File: config.mk
export PLATFORM = sky130hd
export DESIGN_NAME = tpg_compose
export DESIGN_NICKNAME = d
export VERILOG_FILES = /design/src/rtl/tpg_pkg.sv /design/src/rtl/tpg_compose.sv
export VERILOG_INCLUDE_DIRS = /design/src /design/src/rtl
export SDC_FILE = /design/constraint.sdc
export NUM_CORES = 1
export LEC_CHECK = 0
export BUFFER_PORTS_ARGS = -buffer_cell sky130_fd_sc_hd__buf_2
export CAP_MARGIN = 20
export CORE_AREA = 2 2 72 74
export DETAILED_ROUTE_END_ITERATION = 12
export DIE_AREA = 0 0 74 76
export GPL_TIMING_DRIVEN = 0
export PLACE_DENSITY = 0.82
export SLEW_MARGIN = 0
export SYNTH_ARGS = -nofsm -noshare
export SYNTH_HDL_FRONTEND = slang
export SYNTH_SLANG_ARGS = --single-unit
export TNS_END_PERCENT = 20
File: constraint.sdc
create_clock -name clk -period 6.1 [get_ports clk]
set_input_delay 0 -clock clk [delete_from_list [all_inputs] [get_ports clk]]
set_output_delay 0 -clock clk [all_outputs]
set_load 0.005 [all_outputs]
File: src/rtl/tilemap_pixel_generator_assert.svh
// Assertion macros shared by the tile-map pixel generator modules.
`ifndef TILEMAP_PIXEL_GENERATOR_ASSERT_SVH
`define TILEMAP_PIXEL_GENERATOR_ASSERT_SVH

`ifndef SYNTHESIS
`define TPG_ASSERT_HOLDS(lbl, ante, cons) \
  lbl: assert property (@(posedge clk) disable iff (rst) (ante) |-> (cons)) \
    else $error("tile-map pixel generator check failed");
`define TPG_ASSERT_NEXT(lbl, ante, cons) \
  lbl: assert property (@(posedge clk) disable iff (rst) (ante) |=> (cons)) \
    else $error("tile-map pixel generator check failed");
`else
`define TPG_ASSERT_HOLDS(lbl, ante, cons)
`define TPG_ASSERT_NEXT(lbl, ante, cons)
`endif

`endif

File: src/rtl/tpg_pkg.sv
// Shared types, constants and palette function of the tile-map pixel generator.
package tpg_pkg;

  typedef enum logic [2:0] {
    CMD_TILE    = 3'd0,
    CMD_COLOR   = 3'd1,
    CMD_PATTERN = 3'd2,
    CMD_BALL    = 3'd3,
    CMD_RENDER  = 3'd4
  } cmd_t;

  localparam int TILE_AW = 10;
  localparam int PAT_AW  = 11;
  localparam int TILE_DEPTH = 1 << TILE_AW;
  localparam int PAT_DEPTH  = 1 << PAT_AW;

  // Tile rows are scanned two rows ahead of the screen row.
  localparam logic [4:0] TILE_ROW_OFFSET = 5'd2;

  // Ball window edges, already shifted by the eight-pixel column offset.
  localparam logic signed [9:0] BALL_ROW_BASE = 10'sd240;
  localparam logic signed [9:0] BALL_COL_BASE = 10'sd256;
  localparam logic signed [9:0] BALL_FIRST    = 10'sd1;
  localparam logic signed [9:0] BALL_SIZE     = 10'sd4;
  localparam logic [15:0]       BALL_COLOR    = 16'hFFFF;

  // Resistor-weighted DAC levels, rounded.
  localparam logic [7:0] LVL_RG [0:7] = '{8'd0, 8'd36, 8'd71, 8'd107,
                                          8'd148, 8'd184, 8'd219, 8'd255};
  localparam logic [7:0] LVL_B  [0:3] = '{8'd0, 8'd82, 8'd173, 8'd255};

  typedef struct packed {
    logic [2:0]  cmd;
    logic [10:0] addr;
    logic [7:0]  data;
    logic [7:0]  ball_h;
    logic [7:0]  ball_v;
    logic        ball_en;
    logic [7:0]  x;
    logic [7:0]  y;
  } item_t;

  // Attribute byte to byte-swapped RGB565.
  function automatic logic [15:0] palette(input logic [7:0] attr);
    logic [7:0]  r;
    logic [7:0]  g;
    logic [7:0]  b;
    logic [15:0] c;
    r = LVL_RG[attr[2:0]];
    g = LVL_RG[attr[5:3]];
    b = LVL_B[attr[7:6]];
    c = {r[7:3], g[7:2], b[7:3]};
    return {c[7:0], c[15:8]};
  endfunction

endpackage

File: src/rtl/tpg_compose.sv
// Third stage: ball registers, ball overlay and the output register.
`include "tilemap_pixel_generator_assert.svh"
module tpg_compose (
  input  logic                clk,
  input  logic                rst,
  input  logic                in_valid,
  output logic                in_stall,
  input  tpg_pkg::item_t      in_item,
  input  logic [7:0]          pat_bits,
  input  logic [15:0]         color,
  output logic                out_valid,
  input  logic                out_stall,
  output logic [15:0]         pixel_color,
  output logic                pixel_drawn
);

  logic [7:0] ball_h;
  logic [7:0] ball_v;
  logic       ball_on;

  logic              load;
  logic              is_render;
  logic              pat_hit;
  logic              ball_hit;
  logic signed [9:0] dy;
  logic signed [9:0] dx;

  assign in_stall  = out_valid && out_stall;
  assign load      = in_valid && !in_stall;
  assign is_render = in_item.cmd == tpg_pkg::CMD_RENDER;
  assign pat_hit   = pat_bits[~in_item.x[2:0]];

  assign dy = tpg_pkg::BALL_ROW_BASE - $signed({2'b00, ball_v})
              - $signed({2'b00, in_item.y});
  assign dx = tpg_pkg::BALL_COL_BASE - $signed({2'b00, ball_h})
              - $signed({2'b00, in_item.x});
  assign ball_hit = ball_on && dy >= tpg_pkg::BALL_FIRST && dy <= tpg_pkg::BALL_SIZE
                    && dx >= tpg_pkg::BALL_FIRST && dx <= tpg_pkg::BALL_SIZE;

  always_ff @(posedge clk) begin
    if (rst) begin
      out_valid <= 1'b0;
      ball_h    <= '0;
      ball_v    <= '0;
      ball_on   <= 1'b0;
    end else begin
      if (load) begin
        out_valid <= is_render;
      end else if (!out_stall) begin
        out_valid <= 1'b0;
      end
      if (load && in_item.cmd == tpg_pkg::CMD_BALL) begin
        ball_h  <= in_item.ball_h;
        ball_v  <= in_item.ball_v;
        ball_on <= in_item.ball_en;
      end
    end
  end

  always_ff @(posedge clk) begin
    if (load && is_render) begin
      pixel_drawn <= ball_hit || pat_hit;
      if (ball_hit) begin
        pixel_color <= tpg_pkg::BALL_COLOR;
      end else if (pat_hit) begin
        pixel_color <= color;
      end else begin
        pixel_color <= '0;
      end
    end
  end

  `TPG_ASSERT_HOLDS(a_background_black, out_valid && !pixel_drawn, pixel_color == '0)

endmodule

==> results of run 1 <==
-- worst max-delay path by stage --
| stage | end | slack, ns | depth (start not counted) |
|---|---|---|---|
| after global placement | pixel_color[6] | 2.66 | 3 |
| after detailed placement | pixel_color[12] | 2.88 | 13 |
| after CTS | pixel_color[12] | 2.81 | 13 |
| after floorplan | pixel_color[0] | 3.25 | 3 |
| after global routing | pixel_color[10] | 2.61 | 13 |
| final | pixel_color[13] | 2.72 | 13 |
-- logic make-up after synthesis --
family,Yosys count
and+or+nand+nor,104
AOI/OAI and AO/OA,42
buffers and inverters,39
DFF,35
adders and majority gates,27
muxes,20
xor gates and xnor gates,9
-- routing by layer --
layer | up-vias | global-route usage (%) | routed length (um)
li1 | 1215 | - | -
met1 | 1095 | 26.9 | 2660
met2 | 70 | 40.6 | 3210
met3 | 12 | 4.63 | 294
met4 | 0 | 7.82 | 100
met5 | - | 0 | 0
-- final cells by class --
type                            instances  area, um2
Timing Repair Buffer                  116        751
Fill cell                             353       1450
Multi-Input combinational cell        202       1490
Sequential cell                        35        871
Buffer                                  7       36.3
Clock inverter                          3       38.8
Clock buffer                            5       68.8
Tap cell                               70       87.6
Inverter                               32        120
-- power by group through the flow --
stage               Combinational [mW]  Sequential (mW)  Clock [mW]
floorplan                        0.105            0.259           0
global placement                 0.144            0.259           0
detailed placement               0.149            0.259           0
CTS                              0.167            0.254       0.206
global route                     0.188            0.254       0.215
finish                           0.169            0.254       0.203
-- sequential cells by signal, indices dropped and copies added, names as in the netlist --
| name | count |
|---|---|
| pixel_color | 16 |
| ball_h | 8 |
| ball_v | 8 |
| ball_on | 1 |
| out_valid | 1 |
| pixel_drawn | 1 |
-- Yosys cell counts, drive strengths merged (2+ instances only) --
master and instances:
nor3b 8, mux2i 18, a21oi 12, nand4 3
nor4 2, o21a 2, a2111oi 5, o211ai 2
ha 24, a31oi 2, dfxtp 18, clkbuf 3
a211o 3, xor2 3, inv 32, a21o 2
edfxtp 17, buf 4, mux4 2, nand2 45
nor3 4, xnor2 6, o21ai 5, nor2 22
or3 4, nand2b 5, a211oi 2, fa 3
nand3 6
-- stage by stage --
step,setup slack [ns],instances,total power [mW]
after global routing,2.61,470,0.657
after CTS,2.81,469,0.627
after floorplan,3.25,276,0.364
after detailed placement,2.88,428,0.408
after global placement,2.66,427,0.403
final,2.72,470,0.626
-- critical path: stages (launching register included) --
cell	delay [ns]
dfxtp_1	0.34
inv_1	0.09
ha_1	0.18
nor3b_1	0.51
nor2_1	0.15
xnor2_1	0.16
ha_1	0.35
o21bai_1	0.21
o311ai_0	0.33
nor3b_1	0.14
a2111oi_4	0.26
o2111ai_4	0.24
buf_6	0.21
nand2_1	0.07
-- placed cells by master, fill, tap and decap left out, drive strengths merged, types with 3 or more instances in the layout --
| master | count |
|---|---|
| buf | 86 |
| nand2 | 45 |
| dlygate4sd3 | 33 |
| inv | 32 |
| ha | 24 |
| nor2 | 22 |
| mux2i | 18 |
| dfxtp | 18 |
| edfxtp | 17 |
| a21oi | 12 |
| clkbuf | 9 |
| nor3b | 8 |
| xnor2 | 6 |
| nand3 | 6 |
| nand2b | 5 |
| o21ai | 5 |
| a2111oi | 5 |
| nor3 | 4 |
| or3 | 4 |
| xor2 | 3 |
| nand4 | 3 |
| a211o | 3 |
| fa | 3 |
-- timing repair --
| action | 4_1_cts | 5_1_grt |
|---|---|---|
| endpoints found under the hold margin | 33 | 0 |
| resized for setup | 0 | 0 |
| hold buffers | 33 | 0 |
==> flow_summary.json, run 1 <==
{
  "synth_top_family_by_area": "simple AND/OR/NAND/NOR gates",
  "drive_gt1_share_pct": 25.3,
  "setup_violations": 0,
  "start_util_pct": 51.0,
  "dieArea_mm2": 0.00562,
  "final.setup.tns_ns": 0,
  "cts_tree": "built",
  "track_usage_pct": 22.9,
  "dpl-instance-area_mm2": 0.00301,
  "dominantRegCellSynth": "dfxtp_1",
  "post-route-period-util_pct": 55.4,
  "numPortBuffers": 81,
  "synth.distinct_cells": 46,
  "detail_route.wl_per_cell_um": 13.3,
  "synth.area.mux_share_pct": 8.98,
  "synth_largest_area_cell": "edfxtp_1",
  "io_pins": 102,
  "critical_path_class": "reg -> reg",
  "arrival_ns": 3.54,
  "synth-compound-area-share_pct": 13.2,
  "p_switching_mw": 0.171,
  "cts_setup_buffers": 0,
  "clock.fmax_mhz": 296,
  "skew_ns": 0.00774,
  "power.share.clock_pct": 32.4,
  "timing.rr.end": "pixel_color[13]",
  "clockBufferDepth": 2,
  "clk_pin_slew_ns": 0.07,
  "internal_power_mw": 0.454,
  "synth_seq_cells": 35,
  "drt_iter0_drc": 127,
  "cts_max_level": 2,
  "vias": 2392,
  "vdd_drop_max_mv": 0.233,
  "viasPerCell": 5.09,
  "maxCapViolCount": 0,
  "min_to": "pixel_drawn",
  "dr.pass1.iters": 4,
  "comb_power_share_pct": 27.0,
  "gp_congestion": 0.845,
  "yosys.area_share.adder_pct": 14.4,
  "rsz0062_at_grt": "no",
  "postLayoutCellArea_mm2": 0.00346,
  "syn_inst": 276,
  "synth_top_area_share_pct": 20.4,
  "min_path_type": "in -> reg",
  "die_height_um": 76,
  "cp-start-kind": "flip-flop",
  "core_mm2": 0.00491,
  "r2r_start": "ball_v[0]",
  "antenna_found_initial": 0,
  "yosys.area_share.xor_xnor_pct": 3.14,
  "cp.required_ns": 6.26,
  "cts-buffers-inserted": 5,
  "layout.nets": 509,
  "synth_edf_count": 17,
  "overflow": 0,
  "grt_pass1_vias": 2369,
  "ys_warn_count": 0,
  "netlist_area_mm2": 0.00251,
  "async_reset_ff_share_pct": 0,
  "fin_crit_ns": 3.38,
  "p_seq_share_pct": 40.6,
  "hp-start": "in_item[10]",
  "sw_frac_of_total_pct": 27.4,
  "hold_violations": 0,
  "yosys-top-cells-area": "edfxtp_1 20%, dfxtp_1 14%, ha_1 12%, mux2i_1 7.2%, nand2_1 6.7%",
  "rr_worst_depth": 13,
  "cp-end-kind": "flip-flop",
  "p_leak_nw": 1.59,
  "root_buffer": "clkbuf_8",
  "grt_start_max_net_pins": 12,
  "status": "complete, no violations",
  "finish.utilization_pct": 70.4,
  "fin_hold_ws_ns": 0.0245,
  "fp-row-count": 26,
  "slew_headroom_pct": 60.4,
  "synthSimpleGateAreaFrac_pct": 19.4,
  "cts_num_sinks": 35,
  "routed_wl_um": 6260,
  "antenna_cells": 0,
  "min_path_cells": 3,
  "worstPathMaxFanout": 10,
  "dp_hpwl_um": 4400,
  "tightest_slew_ns": 0.595,
  "drv_slew": 0,
  "route.detailed.drc": 0,
  "synth_nets": 386,
  "startpoint": "ball_v[0]",
  "clk-insertion-delay-late_ns": 0.29,
  "area_delta_synth_final_pct": 38.0,
  "r2r_slack_ns": 2.72,
  "powerDensity_mw_per_mm2": 181,
  "drtAntennaViolNets": 0,
  "seq_area_frac_synth_pct": 34.7,
  "grt_pass1_wl_um": 10200,
  "syn_area_per_cell_um2": 9.08,
  "fp.dieW_um": 74
}
Power figures use the tool's default switching activity.
==> run 2: changes to the inputs <==
--- a/config.mk
+++ b/config.mk
@@ -6,13 +6,14 @@
 export SDC_FILE = /design/constraint.sdc
 export NUM_CORES = 1
 export LEC_CHECK = 0
+export ABC_AREA = 1
 export BUFFER_PORTS_ARGS = -buffer_cell sky130_fd_sc_hd__buf_2
 export CAP_MARGIN = 20
-export CORE_AREA = 2 2 72 74
+export CORE_AREA = 2 2 79 81
 export DETAILED_ROUTE_END_ITERATION = 12
-export DIE_AREA = 0 0 74 76
+export DIE_AREA = 0 0 81 83
 export GPL_TIMING_DRIVEN = 0
-export PLACE_DENSITY = 0.82
+export PLACE_DENSITY = 0.74
 export SLEW_MARGIN = 0
 export SYNTH_ARGS = -nofsm -noshare
 export SYNTH_HDL_FRONTEND = slang
==> constraint.sdc (replaced) <==
create_clock -name clk -period 2.8 [get_ports clk]
set_input_delay 0 -clock clk [delete_from_list [all_inputs] [get_ports clk]]
set_output_delay 0 -clock clk [all_outputs]
set_load 0.005 [all_outputs]
==> run 2 against run 1 <==
Net effect: sequential power is 120% higher; critical endpoint is now pixel_drawn; clock power is 74% higher; maximum frequency grew 28%; core utilization decreased by 10 points; combinational power is 140% higher; worst hold slack got worse by 0.021 ns; critical path depth is 3 higher; synthesized cell count rose by 29%; clock skew fell by 0.0015 ns; final area rose by 1.6%; final cell count is 17% higher.
==> flow_summary.json, run 2 <==
{
  "status": "complete, no violations",
  "cp-start-kind": "flip-flop",
  "dieArea_mm2": 0.00672,
  "min_path_type": "in -> reg",
  "cts_tree": "built",
  "synth_edf_count": 17,
  "cp.required_ns": 2.84,
  "track_usage_pct": 20.1,
  "clk-insertion-delay-late_ns": 0.28,
  "skew_ns": 0.00621,
  "arrival_ns": 2.68,
  "synth_nets": 465,
  "grt_pass1_wl_um": 10900,
  "fin_crit_ns": 2.65,
  "area_delta_synth_final_pct": 35.5,
  "drive_gt1_share_pct": 26.9,
  "routed_wl_um": 6750,
  "clockBufferDepth": 2,
  "drtAntennaViolNets": 0,
  "grt_start_max_net_pins": 12,
  "fin_hold_ws_ns": 0.00356,
  "finish.utilization_pct": 60.4,
  "syn_inst": 355,
  "synth.distinct_cells": 30,
  "gp_congestion": 0.922,
  "root_buffer": "clkbuf_8",
  "vdd_drop_max_mv": 0.288,
  "slew_headroom_pct": 57.0,
  "vias": 2676,
  "cp_slowest_cell": "dfxtp_1",
  "cpPeakStageDelay_ns": 0.37,
  "async_reset_ff_share_pct": 0,
  "cts_num_sinks": 35,
  "postLayoutCellArea_mm2": 0.00351,
  "worstPathCellList": "inv_1 > ha_2 > a21oi_2 > xnor2_2 > ha_1 > nand2_1 > inv_1 > a21oi_2 > nand3_1 > nand2_1 > nor2_1 > nand3_1 > nor2_1 > nand2_2 > buf_6 > nand2_2",
  "tightest_slew_ns": 0.642,
  "drv_slew": 0,
  "layout_common_cells": "104 x nand2_1, 83 x buf_2, 63 x inv_1, 27 x nor2_1, 25 x dlygate4sd3_1",
  "numPortBuffers": 81,
  "dominantRegCellSynth": "dfxtp_1",
  "antenna_cells": 0,
  "syn_area_per_cell_um2": 7.30,
  "post-route-period-util_pct": 94.5,
  "yosys-top-cells-area": "edfxtp_1 20%, nand2_1 15%, dfxtp_1 14%, ha_1 12%, inv_1 9.1%",
  "synth_top_area_share_pct": 19.7,
  "maxCapViolCount": 0,
  "critical_path_class": "reg -> reg",
  "io_pins": 102,
  "drt_iter0_drc": 132,
  "setup_violations": 0,
  "top_register": "pixel_color",
  "synthMostInstantiatedCell": "nand2_1",
  "clock.fmax_mhz": 378,
  "overflow": 0,
  "route.detailed.drc": 0,
  "viasPerCell": 4.87,
  "reg_top3": "pixel_color x16, ball_h x8, ball_v x8",
  "antenna_found_initial": 0,
  "clk_pin_slew_ns": 0.07,
  "cp.buffers_inverters": 3,
  "start_util_pct": 44.6,
  "synth_largest_area_cell": "edfxtp_1",
  "fp-row-count": 28,
  "powerDensity_mw_per_mm2": 376,
  "cts-buffers-inserted": 5,
  "worstPathMaxFanout": 10,
  "seq_area_frac_synth_pct": 33.6,
  "ys_warn_count": 0,
  "core_mm2": 0.00582,
  "cp_top_family": "simple AND/OR/NAND/NOR gates",
  "hold_violations": 0,
  "dpl-instance-area_mm2": 0.00310,
  "layout_commonest_cell": "nand2_1",
  "grt_pass1_vias": 2530,
  "p_leak_nw": 1.85,
  "synth_seq_cells": 35,
  "cts_max_level": 2,
  "dr.pass1.iters": 4,
  "largest_reg_flops": 16,
  "detail_route.wl_per_cell_um": 12.3,
  "die_height_um": 83,
  "fp.dieW_um": 81,
  "synthTopCellsByCount": "104 x nand2_1, 63 x inv_1, 27 x nor2_1",
  "layout.nets": 584,
  "dp_hpwl_um": 4930,
  "netlist_area_mm2": 0.00259,
  "cp-end-kind": "flip-flop"
}
run 2: cell types whose count changed after synthesis, sizes merged, moves of 4 or more:
cell | before | now
nand2 | 45 | 120
inv | 32 | 66
mux2i | 18 | 2
nand3 | 6 | 19
a211oi | 2 | 10
nor3b | 8 | 0
nor2 | 22 | 28
a2111oi | 5 | 0
a21oi | 12 | 17
nand2b | 5 | 0
or3 | 4 | 0
run 2: cell families (layout without fill, tap and decap cells):
kind of cell / after synthesis / after routing / share of synthesized area [%]
and+or+nand+nor: 179 / 179 / 30.6
buffers and inverters: 72 / 192 / 10.8
DFF: 35 / 35 / 33.6
AOI/OAI and AO/OA: 33 / 33 / 7.92
adders and majority gates: 27 / 27 / 13.9
xor gates and xnor gates: 7 / 7 / 2.36
muxes: 2 / 2 / 0.772
run 2: tightest hold or removal path: stages:
cell and delay [ns]:
buf_2 0.10, nor2_1 0.09, a211oi_1 0.05
run 2: worst paths after layout:
path / end / cells after the start / slack (ns) / start
worst min register to register: ball_h[3] / 2 / 0.47 / ball_h[3]
worst max-delay path: pixel_drawn / 16 / 0.15 / ball_v[0]
worst min-delay path: ball_v[1] / 3 / 0.004 / in_item[18]
worst max register to register: pixel_drawn / 16 / 0.15 / ball_v[0]
run 2: area by class of cell:
class                   instances  area [um2]
clock buffers                   6        72.6
flip-flops and latches         35         871
multi-input cells             248        1480
fillers                       547        2300
repair buffers                112         704
plain buffers                   6        32.5
clock inverters                 2        12.5
inverters                      66         248
well taps                      75        93.8
run 2: per-stage QoR:
step,TNS (ns),total power [mW],instances,setup WS [ns]
floorplan,0,0.831,355,0.442
global placement,0,0.925,511,0.132
detailed placement,0,0.939,512,0.0704
CTS,0,1.32,545,0.0568
global route,-0.0243,1.41,550,-0.0118
finish,0,1.32,550,0.154
run 2: routing by layer:
layer	vias to the layer above	routed length, um	global-route usage (%)
li1	1370	-	-
met1	1206	2860	25.1
met2	86	3460	35.9
met3	14	254	1.30
met4	0	165	7.09
met5	-	0	0
run 2: where the power goes:
part           internal [mW]  total (mW)  switching, mW
sequential             0.551       0.557        0.00605
combinational          0.181       0.412          0.231
clock                  0.174       0.354          0.180
run 2: timing repair:
item	4_1_cts	5_1_grt
resized for setup	0	7
hold endpoints to repair	25	0
buffers inserted	0	5
hold buffers	25	0
setup endpoints to repair	0	17
